===== config.mk =====
export PLATFORM = sky130hd
export DESIGN_NAME = multi_policy_task_scheduler
export DESIGN_NICKNAME = d
export VERILOG_FILES = /design/src/hdl/mpts_pkg.sv /design/src/hdl/mpts_datapath.sv /design/src/hdl/mpts_ctrl.sv /design/src/hdl/multi_policy_task_scheduler.sv
export VERILOG_INCLUDE_DIRS = /design/src /design/src/hdl
export SDC_FILE = /design/constraint.sdc
export NUM_CORES = 2
export LEC_CHECK = 0
export BUFFER_PORTS_ARGS = -buffer_cell sky130_fd_sc_hd__buf_2
export CORE_MARGIN = 2
export CORE_UTILIZATION = 30
export CTS_BUF_LIST = sky130_fd_sc_hd__clkbuf_16
export DETAILED_ROUTE_END_ITERATION = 12
export SKIP_LAST_GASP = 1
export SLEW_MARGIN = 25
export SYNTH_ARGS = -nofsm -noshare
export SYNTH_HDL_FRONTEND = slang
export SYNTH_SLANG_ARGS = --single-unit

===== constraint.sdc =====
create_clock -name i_clk -period 6.51 [get_ports i_clk]
set_input_delay 0.651 -clock i_clk [delete_from_list [all_inputs] [get_ports i_clk]]
set_output_delay 0.651 -clock i_clk [all_outputs]
set_load 0.01 [all_outputs]

===== src/hdl/assert_macros.svh =====
// assertion macros used by the scheduler controller
`ifndef ASSERT_MACROS_SVH
`define ASSERT_MACROS_SVH
// implication checked every clock, masked during reset
`define ASSERT_IMPL(label, clk, rst_n, pre, post) \
    label: assert property (@(posedge clk) disable iff (!rst_n) (pre) |-> (post)) \
        else $error("assertion failed");
// next-cycle implication, masked during reset
`define ASSERT_NEXT(label, clk, rst_n, pre, post) \
    label: assert property (@(posedge clk) disable iff (!rst_n) (pre) |=> (post)) \
        else $error("assertion failed");
`endif


===== src/hdl/mpts_pkg.sv =====
// shared types and constants of the task scheduler
package mpts_pkg;
    localparam int NUM_SLOTS = 8;
    localparam int SW = $clog2(NUM_SLOTS);
    localparam int CW = $clog2(NUM_SLOTS + 1);

    localparam logic [1:0] ACT_LOAD  = 2'd0;
    localparam logic [1:0] ACT_STATE = 2'd1;
    localparam logic [1:0] ACT_SLICE = 2'd2;

    localparam logic [1:0] ST_READY    = 2'd1;
    localparam logic [1:0] ST_SLEEPING = 2'd2;

    localparam logic [1:0] POL_RR   = 2'd0;
    localparam logic [1:0] POL_PRIO = 2'd1;
    localparam logic [1:0] POL_FCFS = 2'd2;
    localparam logic [1:0] POL_SJF  = 2'd3;

    localparam logic [1:0] REG_POLICY = 2'd0;
    localparam logic [1:0] REG_PAUSE  = 2'd1;
    localparam logic [1:0] REG_EXEMPT = 2'd2;

    typedef struct packed {
        logic [1:0]  action;
        logic [2:0]  slot_index;
        logic [7:0]  task_ident;
        logic [1:0]  new_state;
        logic [7:0]  task_priority;
        logic [15:0] burst_guess;
        logic [31:0] wake_time;
        logic        shell_flag;
        logic [31:0] now_time;
    } t_item;

    // controller to datapath
    typedef struct packed {
        logic          capture;   // latch the input item
        logic          write;     // apply load or set-state
        logic          scan_clr;  // start a scan
        logic          scan_step; // examine slot scan_idx
        logic [SW-1:0] scan_idx;
        logic          commit;    // update counters and result
    } t_cmd;
endpackage


===== src/hdl/mpts_datapath.sv =====
// slot table, per-slot scan step and result register
module mpts_datapath import mpts_pkg::*; (
    input  logic        i_clk,
    input  logic        i_rst_n,
    input  t_cmd        i_cmd,
    input  t_item       i_item,
    input  logic [1:0]  i_policy,
    input  logic        i_pause,
    input  logic [7:0]  i_exempt,
    output logic [1:0]  o_action,
    output logic [7:0]  o_res_pack_dummy,
    output logic        o_ran,
    output logic [2:0]  o_slot,
    output logic [7:0]  o_id,
    output logic [31:0] o_ticks
);
    logic [1:0]  r_state [NUM_SLOTS];
    logic [7:0]  r_sid   [NUM_SLOTS];
    logic [7:0]  r_prio  [NUM_SLOTS];
    logic [31:0] r_runs  [NUM_SLOTS];
    logic [15:0] r_burst [NUM_SLOTS];
    logic [31:0] r_wake  [NUM_SLOTS];
    logic        r_shell [NUM_SLOTS];
    logic [SW-1:0] r_rr;
    logic [31:0] r_ticks;
    t_item       r_item;
    // scan results
    logic [SW-1:0] r_pick, r_sh, r_rrp;
    logic        r_pick_v, r_sh_v, r_rrp_v;
    logic [7:0]  r_pid, r_pprio;
    logic [31:0] r_pruns;
    logic [15:0] r_pburst;
    logic        r_ran;
    logic [2:0]  r_oslot;
    logic [7:0]  r_oid;

    // view of slot under scan, with wake-up applied
    logic [SW-1:0] idx;
    logic [1:0]  cur_st;
    logic        runnable, beats, rr_hit;
    logic [SW-1:0] fin;
    logic        fin_v;
    assign idx = i_cmd.scan_idx;
    always_comb begin
        cur_st = r_state[idx];
        if (cur_st == ST_SLEEPING && r_item.now_time >= r_wake[idx]) cur_st = ST_READY;
        runnable = cur_st == ST_READY && (!i_pause || r_sid[idx] == i_exempt);
        case (i_policy)
            POL_PRIO: beats = r_prio[idx] > r_pprio ||
                (r_prio[idx] == r_pprio && r_runs[idx] < r_pruns);
            POL_FCFS: beats = r_sid[idx] < r_pid;
            POL_SJF:  beats = r_burst[idx] < r_pburst ||
                (r_burst[idx] == r_pburst && r_sid[idx] < r_pid);
            default:  beats = 1'b0;
        endcase
        // round robin: first runnable at or after r_rr wins, else first overall
        rr_hit = runnable && (!r_rrp_v || (idx >= r_rr && r_rrp < r_rr));
        if (i_policy == POL_RR) begin
            fin = r_rrp; fin_v = r_rrp_v;
        end else if (r_sh_v && (!r_pick_v || r_ticks[1:0] == 2'd0)) begin
            fin = r_sh; fin_v = 1'b1;
        end else begin
            fin = r_pick; fin_v = r_pick_v;
        end
    end

    always_ff @(posedge i_clk) begin
        if (!i_rst_n) begin
            for (int k = 0; k < NUM_SLOTS; k++) begin
                r_state[k] <= '0; r_sid[k] <= '0; r_prio[k] <= '0; r_runs[k] <= '0;
                r_burst[k] <= '0; r_wake[k] <= '0; r_shell[k] <= 1'b0;
            end
            r_rr <= '0; r_ticks <= '0; r_ran <= 1'b0; r_oslot <= '0; r_oid <= '0;
            r_pick_v <= 1'b0; r_sh_v <= 1'b0; r_rrp_v <= 1'b0;
        end else begin
            if (i_cmd.capture) r_item <= i_item;
            // slot writes
            if (i_cmd.write && 32'(r_item.slot_index) < NUM_SLOTS) begin
                if (r_item.action == ACT_LOAD) begin
                    r_sid[SW'(r_item.slot_index)]   <= r_item.task_ident;
                    r_prio[SW'(r_item.slot_index)]  <= r_item.task_priority;
                    r_burst[SW'(r_item.slot_index)] <= r_item.burst_guess;
                    r_shell[SW'(r_item.slot_index)] <= r_item.shell_flag;
                    r_runs[SW'(r_item.slot_index)]  <= '0;
                end
                if (r_item.action == ACT_LOAD || r_item.action == ACT_STATE) begin
                    r_state[SW'(r_item.slot_index)] <= r_item.new_state;
                    r_wake[SW'(r_item.slot_index)]  <= r_item.wake_time;
                end
            end
            if (i_cmd.scan_clr) begin
                r_pick_v <= 1'b0; r_sh_v <= 1'b0; r_rrp_v <= 1'b0;
            end
            // one slot per cycle
            if (i_cmd.scan_step) begin
                r_state[idx] <= cur_st;
                if (runnable && r_shell[idx]) begin
                    r_sh <= idx; r_sh_v <= 1'b1;
                end else if (runnable && (!r_pick_v || beats)) begin
                    r_pick <= idx; r_pick_v <= 1'b1; r_pid <= r_sid[idx];
                    r_pprio <= r_prio[idx]; r_pruns <= r_runs[idx];
                    r_pburst <= r_burst[idx];
                end
                if (rr_hit) begin
                    r_rrp <= idx; r_rrp_v <= 1'b1;
                end
            end
            // result
            if (i_cmd.commit) begin
                if (r_item.action == ACT_SLICE) r_ticks <= r_ticks + 32'd1;
                if (r_item.action == ACT_SLICE && fin_v) begin
                    r_rr <= (32'(fin) == NUM_SLOTS - 1) ? '0 : fin + SW'(1);
                    r_runs[fin] <= r_runs[fin] + 32'd1;
                    r_ran <= 1'b1;
                    r_oslot <= 3'(fin);
                    r_oid <= r_sid[fin];
                end else begin
                    r_ran <= 1'b0; r_oslot <= '0; r_oid <= '0;
                end
            end
        end
    end
    assign o_action = r_item.action;
    assign o_res_pack_dummy = r_oid;
    assign o_ran = r_ran;
    assign o_slot = r_oslot;
    assign o_id = r_oid;
    assign o_ticks = r_ticks;
endmodule


===== src/hdl/mpts_ctrl.sv =====
// sequencer: capture, write or slot scan, commit, present result
module mpts_ctrl import mpts_pkg::*; (
    input  logic       i_clk,
    input  logic       i_rst_n,
    input  logic       i_in_valid,
    output logic       o_in_ready,
    output logic       o_out_valid,
    input  logic       i_out_ready,
    input  logic [1:0] i_action,
    output t_cmd       o_cmd
);
    `include "assert_macros.svh"
    typedef enum logic [2:0] {S_IDLE, S_DECODE, S_SCAN, S_COMMIT, S_OUT} t_state;
    t_state r_st, n_st;
    logic [SW-1:0] r_idx, n_idx;
    logic r_ov, n_ov;

    always_comb begin
        n_st = r_st; n_idx = r_idx; n_ov = r_ov;
        o_cmd = '0;
        o_cmd.scan_idx = r_idx;
        if (r_ov && i_out_ready) n_ov = 1'b0;
        unique case (r_st)
            S_IDLE: if (i_in_valid && !r_ov) begin
                o_cmd.capture = 1'b1; n_st = S_DECODE;
            end
            S_DECODE: begin
                o_cmd.write = 1'b1;
                o_cmd.scan_clr = 1'b1;
                n_idx = '0;
                n_st = (i_action == ACT_SLICE) ? S_SCAN : S_COMMIT;
            end
            S_SCAN: begin
                o_cmd.scan_step = 1'b1;
                if (32'(r_idx) == NUM_SLOTS - 1) n_st = S_COMMIT;
                else n_idx = r_idx + SW'(1);
            end
            S_COMMIT: begin
                o_cmd.commit = 1'b1; n_ov = 1'b1; n_st = S_IDLE;
            end
            default: n_st = S_IDLE;
        endcase
    end

    always_ff @(posedge i_clk) begin
        if (!i_rst_n) begin
            r_st <= S_IDLE; r_idx <= '0; r_ov <= 1'b0;
        end else begin
            r_st <= n_st; r_idx <= n_idx; r_ov <= n_ov;
        end
    end
    assign o_in_ready = r_st == S_IDLE && !r_ov;
    assign o_out_valid = r_ov;

    `ASSERT_NEXT(a_commit_valid, i_clk, i_rst_n, o_cmd.commit, r_ov)
    `ASSERT_IMPL(a_no_accept_busy, i_clk, i_rst_n, r_st != S_IDLE, !o_in_ready)
    `ASSERT_NEXT(a_capture_decode, i_clk, i_rst_n, o_cmd.capture, r_st == S_DECODE)
endmodule


===== src/hdl/multi_policy_task_scheduler.sv =====
// top level of the multi-policy task scheduler
// channel  | dir | fields (low bit up)
// s_axis   | in  | tdata: action,slot_index,task_ident,new_state,priority,burst,wake,shell,now
// m_axis   | out | tdata: task_ran,chosen_slot,chosen_id,tick_total
// cfg      | in  | wr_en, index, data[7:0]
// a slice scans the slot table, one slot per cycle; other actions skip the scan
// and go straight to the commit; the result is held until the receiver takes it
// reset is synchronous, clears the slot table, counters and policy registers
// a new transaction is taken only after the previous result has been taken
module multi_policy_task_scheduler import mpts_pkg::*; (
    input  logic         i_clk,
    input  logic         i_rst_n,
    input  logic         s_axis_tvalid,
    output logic         s_axis_tready,
    input  logic [103:0] s_axis_tdata, // action,slot,ident,state,prio,burst,wake,shell,now
    output logic         m_axis_tvalid,
    input  logic         m_axis_tready,
    output logic [47:0]  m_axis_tdata, // task_ran,chosen_slot,chosen_id,tick_total
    input  logic         i_cfg_we,
    input  logic [1:0]   i_cfg_index,
    input  logic [7:0]   i_cfg_data
);
    t_item it;
    t_cmd cmd;
    logic [1:0] act, r_pol;
    logic r_pause;
    logic [7:0] r_ex, unused_id;
    logic ran;
    logic [2:0] cs;
    logic [7:0] cid;
    logic [31:0] tk;

    assign it.action        = s_axis_tdata[1:0];
    assign it.slot_index    = s_axis_tdata[4:2];
    assign it.task_ident    = s_axis_tdata[12:5];
    assign it.new_state     = s_axis_tdata[14:13];
    assign it.task_priority = s_axis_tdata[22:15];
    assign it.burst_guess   = s_axis_tdata[38:23];
    assign it.wake_time     = s_axis_tdata[70:39];
    assign it.shell_flag    = s_axis_tdata[71];
    assign it.now_time      = s_axis_tdata[103:72];

    // configuration registers
    always_ff @(posedge i_clk) begin
        if (!i_rst_n) begin
            r_pol <= '0; r_pause <= 1'b0; r_ex <= '0;
        end else if (i_cfg_we) begin
            case (i_cfg_index)
                REG_POLICY: r_pol <= i_cfg_data[1:0];
                REG_PAUSE:  r_pause <= i_cfg_data[0];
                REG_EXEMPT: r_ex <= i_cfg_data;
                default: ;
            endcase
        end
    end

    mpts_ctrl u_ctrl (
        .i_clk, .i_rst_n, .i_in_valid(s_axis_tvalid), .o_in_ready(s_axis_tready),
        .o_out_valid(m_axis_tvalid), .i_out_ready(m_axis_tready),
        .i_action(act), .o_cmd(cmd)
    );
    mpts_datapath u_dp (
        .i_clk, .i_rst_n, .i_cmd(cmd), .i_item(it), .i_policy(r_pol),
        .i_pause(r_pause), .i_exempt(r_ex), .o_action(act),
        .o_res_pack_dummy(unused_id), .o_ran(ran), .o_slot(cs), .o_id(cid), .o_ticks(tk)
    );
    assign m_axis_tdata = {4'd0, tk, (cid & unused_id), cs, ran};
endmodule


## After elaboration in Yosys (flattened, before gate mapping)

Memory sizes are Yosys's and may differ from the RTL's. A register that Yosys moved wholly into a read port is not among the register bits.
Index checks and enable logic that the tools add are counted.
Widths: inputs -> output; s select.

| word-level totals | value |
|---|---|
| memories | 7 |
| bits in latches | 0 |
| input bits | 119 |
| register bits after elaboration | 245 |
| bits in writable memories | 792 |
| bits in read-only memories | 0 |

| cells by class | value |
|---|---|
| eq/ne operators | 20 |
| magnitude comparators | 7 |
| add/subtract/negate cells | 4 |
| multiplexer cells | 89 |
| bitwise operators | 2 |
| div/mod/pow operators | 0 |
| $mul | 0 |
| reduce and logical (&&, ||, !) cells | 51 |
| shift-type cells | 0 |

Memories:

| name | depth | bits a word | read ports | clocked after Yosys merged registers in | write ports | line | source |
|---|---|---|---|---|---|---|---|
| u_dp.r_runs | 8 | 32 | 2 | 1 | 8 | mpts_datapath.sv:20 | `logic [31:0] r_runs [NUM_SLOTS];` |
| u_dp.r_wake | 8 | 32 | 1 | 1 | 8 | mpts_datapath.sv:22 | `logic [31:0] r_wake [NUM_SLOTS];` |
| u_dp.r_burst | 8 | 16 | 1 | 1 | 8 | mpts_datapath.sv:21 | `logic [15:0] r_burst [NUM_SLOTS];` |
| u_dp.r_prio | 8 | 8 | 1 | 1 | 8 | mpts_datapath.sv:19 | `logic [7:0] r_prio [NUM_SLOTS];` |
| u_dp.r_sid | 8 | 8 | 2 | 1 | 8 | mpts_datapath.sv:18 | `logic [7:0] r_sid [NUM_SLOTS];` |
| u_dp.r_state | 8 | 2 | 1 | 1 | 8 | mpts_datapath.sv:17 | `logic [1:0] r_state [NUM_SLOTS];` |
| +1 memories | n/a | n/a | n/a | n/a | n/a | n/a |  |

Operators by type and width:

| operator | number |
|---|---|
| $mux 32 | 3 |
| $reduce_or 32->1 | 3 |
| $mux 3 | 30 |
| $add 32x1->32 const B | 2 |
| $mux 1 | 45 |
| $ge 32x32->1 | 1 |
| $lt 32x32->1 | 1 |
| $mux 8 | 3 |
| $eq 16x16->1 | 1 |
| $eq 8x8->1 | 2 |
| $lt 16x16->1 | 1 |
| $mux 16 | 1 |
| $reduce_and 2->1 | 8 |
| $reduce_or 16->1 | 1 |
| $reduce_or 8->1 | 2 |
| $logic_and 1x1->1 | 13 |
| $eq 2x2->1 const B | 5 |
| $pmux 3 s3 | 1 |
| $and 8x8->8 | 1 |
| $eq 2x1->1 const B | 4 |
| $gt 8x8->1 | 1 |
| $logic_not 2->1 | 4 |
| $lt 8x8->1 | 1 |
| $mux 2 | 4 |
| other kinds (19) | 35 |

## Longest topological paths before layout

| logic depth | value |
|---|---|
| depth after elaboration | 12 |
| depth in mapped cells | 22 |
| gate-level depth less buffers | 17 |

## Modules after synthesis

From an unflattened synthesis, not the netlist that was laid out.

| unflattened totals | value |
|---|---|
| cells, all modules | 3892 |
| area, all modules | 48935.7 µm² |

By module, submodules not included:

| module | cells each | instances | area each (µm²) | seq. area each (µm²) |
|---|---|---|---|---|
| mpts_datapath | 3785 | 1 | 47982.3 | 30018.8 |
| multi_policy_task_scheduler | 61 | 1 | 541.8 | 220.2 |
| mpts_ctrl | 46 | 1 | 411.6 | 120.1 |

## Least setup slack after synthesis

OpenSTA, ideal clock, no wires.

| timing path | value |
|---|---|
| path kind | register -> register |
| start point | reg (tool-made name) |
| end point | reg u_dp.r_pburst[0], read port of u_dp.r_burst, enable pin |
| setup slack | -306 ps |
| buffers on the path | 5 |
| data required time | 6077 ps |
| library setup time | 433 ps |
| data arrival time | 6382 ps |
| cell stages (with the launch flop) | 18 |
| cell sequence | dfxtp_1 > clkbuf_1 > buf_2 > clkbuf_1 > clkbuf_1 > buf_1 > mux4_2 > mux2_2 > ha_1 > nand2b_1 > a21o_1 > a21oi_1 > o31ai_1 > a21oi_1 > o211ai_1 > a2111oi_0 > a2111o_1 > and3b_1 |

RTL lines:

| what | line | source |
|---|---|---|
| end, declared | mpts_datapath.sv:32 | `logic [15:0] r_pburst;` |

==> summary.md <==
| Metric | Value |
|---|---|
| Final setup fails | 0 |
| Status | complete, no violations |
| Max-slew headroom | 20.61% |
| Syn avg cell area | 13.76 um2 |
| Synth top area share | between 50% and 60% |
| Cell count after synthesis | 3,591 |
| Vias per std cell | 5.069 |
| Netlist cell types | 80 |
| 1st-iter DRT viols | between 2,000 and 3,000 |
| Post-synth EDFFs | a little under 1,000 |
| Mapped Area | 0.04941 mm2 |
| Number of iterations in the first detailed-routing pass | 5 |
| Pin count of the biggest net entering global routing | between 80 and 90 |
| Count leader, synth | edfxtp_1 |
| IO Pins | around 170 |
| Worst slew pin tran | 1.161 ns |
| Sw Pwr | roughly 4300 uW |
| Routed length per instance | roughly 23 um |
| Tmin final | 5.698 ns |
| Row count | about 150 |
| Critical Path Most Common Cell | buf_12 |
| Worst Path Arrival | 6.15 ns |
| Post-DRT Antenna Nets | 0 |
| Final hold slack | ~0.065 ns |
| CP Launch Type | flip-flop |
| Internal Power | between 10,000 and 15,000 uW |
| Pins over their slew limit | 0 |
| List of most frequent post-synthesis cells | 961 x edfxtp_1, 485 x and2_1, 262 x nand2_1 |
| Initial core utilization | between 30 and 40% |
| Number of port buffers | roughly 160 |
| Leak | about 0.021 uW |
| Worst path max stage delay | ~1.0 ns |
| Reg clk slew, reported paths | approximately 0.07 ns |
| Die Span Y | roughly 410 um |
| Worst hold path class | input pin to flip-flop |
| Clock power share | between 30 and 40% |
| Crit-path slowest cell | a2111oi_0 |
| Clk Tree Root Cell | clkbuf_16 |
| Top_reg_cell synth | edfxtp_1 |
| Layout cells sized above 1 | between 20% and 30% |
| Post-CTS sizing | 0 |
| Final clock period utilization by the worst path | 87.53% |
| FFs w/ async S/R, synth | 0% |
| Max IR drop VDD | around 0.00022 V |
| Post-synth top area cell | edfxtp_1 |
| Yosys reg bits | about 1,000 |
| Synth area leaders | edfxtp_1 58%, mux4_2 9.1%, and2_1 6.1% |
| Synth Warn # | 0 |
| Die W | roughly 400 um |
| CP top delay family | compound AO/OA/AOI/OAI gates |
| RSZ-0062 raised after global routing | no |
| Initial antenna violation count | 7 |
| TritonCTS buffer count | between 100 and 150 |
| Setup TNS | 0 ns |
| Post-CTS setup buffer count | 0 |
| CTS tree | done |
| Register area share after synthesis | approximately three fifths |
| Hpwl dp | roughly 83 mm |
| RePlAce Congestion | 0.8131 |
| Cell Count, Final, Fillers Out | 6,028 |
| Core area | ~0.16 mm2 |
| Kind of critical path | flip-flop to flip-flop |
| Gate power share | 14.4% |
| Nets | 3,986 |
| DRC | 0 |
| Fin. Hold Viols | 0 |
| Power density cells | just under 300 mW/mm2 |
| Fillcell total | between 15,000 and 20,000 |
| DIE AREA | 0.1680 mm2 |
| Gr usage total | around 16% |
| Worst-Skew Late Latency | roughly 0.77 ns |
| Worst setup EP type | flip-flop |
| CTS Buffer Depth | 3 |
| First-pass GRT wire length | approximately 200 mm |
| MaxCap Viol Count | 0 |
| Sequence of cells on the critical path | buf_12 > buf_4 > mux4_2 > mux2i_1 > ha_1 > nand3_1 > nor2_1 > a211oi_1 > o31ai_1 > a21oi_1 > o211ai_1 > a2111oi_0 > a2111o_1 > and3b_4 > buf_12 |
| Flop pwr share | 47.7% |
| Clock sink count | just over 1,000 |
| Fmax | approximately 0.18 GHz |
| WL final | about 140 mm |
| P&R area growth vs syn | 14.93% |
| Vias in the first global route | approximately 32,000 |
| Power after layout | around 17,000 uW |
| Post-DP Area | 0.05316 mm2 |
| Critical path peak fanout | 36 |
| Fin area | about 0.057 mm2 |
| CTS Hold Bufs | 0 |
| H-tree depth | 3 |
| Placed insts | between 5,000 and 6,000 |
| Switch share | 26.08% |
| Routed vias | roughly 31,000 |
| Clock skew | around 0.078 ns |
| CP Data Required Time | between 6 and 7 ns |
| Global route total overflow | 0 |
| CP bufs+invs | 3 |
==> state kept, by name, indices dropped and copies added (netlist names), 8 cells and up, named ones only <==
name / count
u_dp.r_burst: 128
u_dp.o_id: 8
r_ex: 8
u_dp.r_runs: 256
u_dp.r_shell: 8
u_dp.r_sid: 64
u_dp.r_pprio: 8
u_dp.r_state: 16
u_dp.r_item: 102
u_dp.r_pid: 8
u_dp.r_wake: 256
u_dp.r_prio: 64
u_dp.r_pruns: 32
u_dp.o_ticks: 32
u_dp.r_pburst: 16
==> final cells by class <==
class | instances | area [um2] | share of cell area [%]
flip-flops and latches | 1039 | 30430 | 53.58
multi-input cells | 2253 | 17930 | 31.58
clock buffers | 110 | 2753 | 4.847
well taps | 2175 | 2721 | 4.792
repair buffers | 267 | 1744 | 3.071
clock inverters | 95 | 872.1 | 1.536
inverters | 87 | 331.6 | 0.5838
diodes | 2 | 5.005 | 0.008813
==> cell usage in the layout, fill, tap and decap left out, types with 13 or more instances in the layout <==
cell and instances:
nand4_1 35, xor2_1 28, buf_4 91, clkinv_1 28, ha_1 110, and2_1 485
mux2_2 96, nor2_1 236, a21o_1 24, xnor2_1 13, nand2_1 252, bufinv_16 13
nand2b_1 15, a21oi_1 92, dfxtp_1 75, nand3_1 94, mux4_2 200, clkbuf_16 110
o21ai_0 45, buf_2 164, and3_1 55, nor3_1 126, edfxtp_1 961, o22ai_1 19
mux2i_1 109, inv_1 114
==> worst reg2reg max path, cell delays in order (launching register included) <==
cell and delay (ns):
dfxtp_4 0.60, buf_12 0.35, buf_4 0.39, mux4_2 0.55, mux2i_1 0.20, ha_1 0.27, nand3_1 0.11, nor2_1 0.06
a211oi_1 0.21, o31ai_1 0.18, a21oi_1 0.34, o211ai_1 0.19, a2111oi_0 1.02, a2111o_1 0.34, and3b_4 0.36, buf_12 0.23
==> stage by stage <==
stage	worst slack (ns)	util, %
after floorplan	0.4475	-
after global placement	0.8115	32.58
after detailed placement	0.7995	32.59
after CTS	0.7404	34.81
after global routing	0.5599	34.81
final	0.8120	34.81
==> cells by family (layout without fill, tap and decap cells) <==
| logic type | Yosys count | after routing | share of synthesized area (%) |
|---|---|---|---|
| AO/OA/AOI/OAI | 283 | 283 | 3.732 |
| XOR/XNOR | 41 | 41 | 0.7267 |
| adder cells (fa/ha/maj) | 110 | 110 | 2.785 |
| buffers and inverters | 302 | 559 | 2.593 |
| flip-flops | 1039 | 1039 | 61.56 |
| multiplexers | 413 | 413 | 13.69 |
| other | 1 | 6 | 0.007589 |
| AND/OR/NAND/NOR | 1402 | 1402 | 14.90 |
==> final timing paths <==
kind | from | endpoint | slack [ns] | cells past startpoint
setup reg to reg | flip-flop | u_dp.r_pruns[23] | 0.81 | 15
hold / removal | s_axis_tdata[85] | u_dp.r_item[13] | 0.07 | 1
setup / recovery | flip-flop | u_dp.r_pruns[23] | 0.81 | 15
hold reg to reg | u_dp.r_shell[3] | u_dp.r_shell[3] | 0.47 | 2
==> power groups by stage <==
stage / Sequential, uW / Combinational, uW / Clock, uW
finish: 7940 / 2390 / 6310
global route: 7980 / 2600 / 6700
CTS: 7940 / 2420 / 6430
detailed placement: 8080 / 2400 / 0
global placement: 8070 / 2380 / 0
floorplan: 7960 / 1720 / 0
==> routing by layer <==
layer,GRT usage [%],wire length (um),up-vias
met5,0,49,-
met4,5.115,3727,8
met3,3.985,10850,249
met2,26.70,65880,1122
met1,20.62,56390,15407
li1,-,-,13768
(Power assumes the default switching activity.)
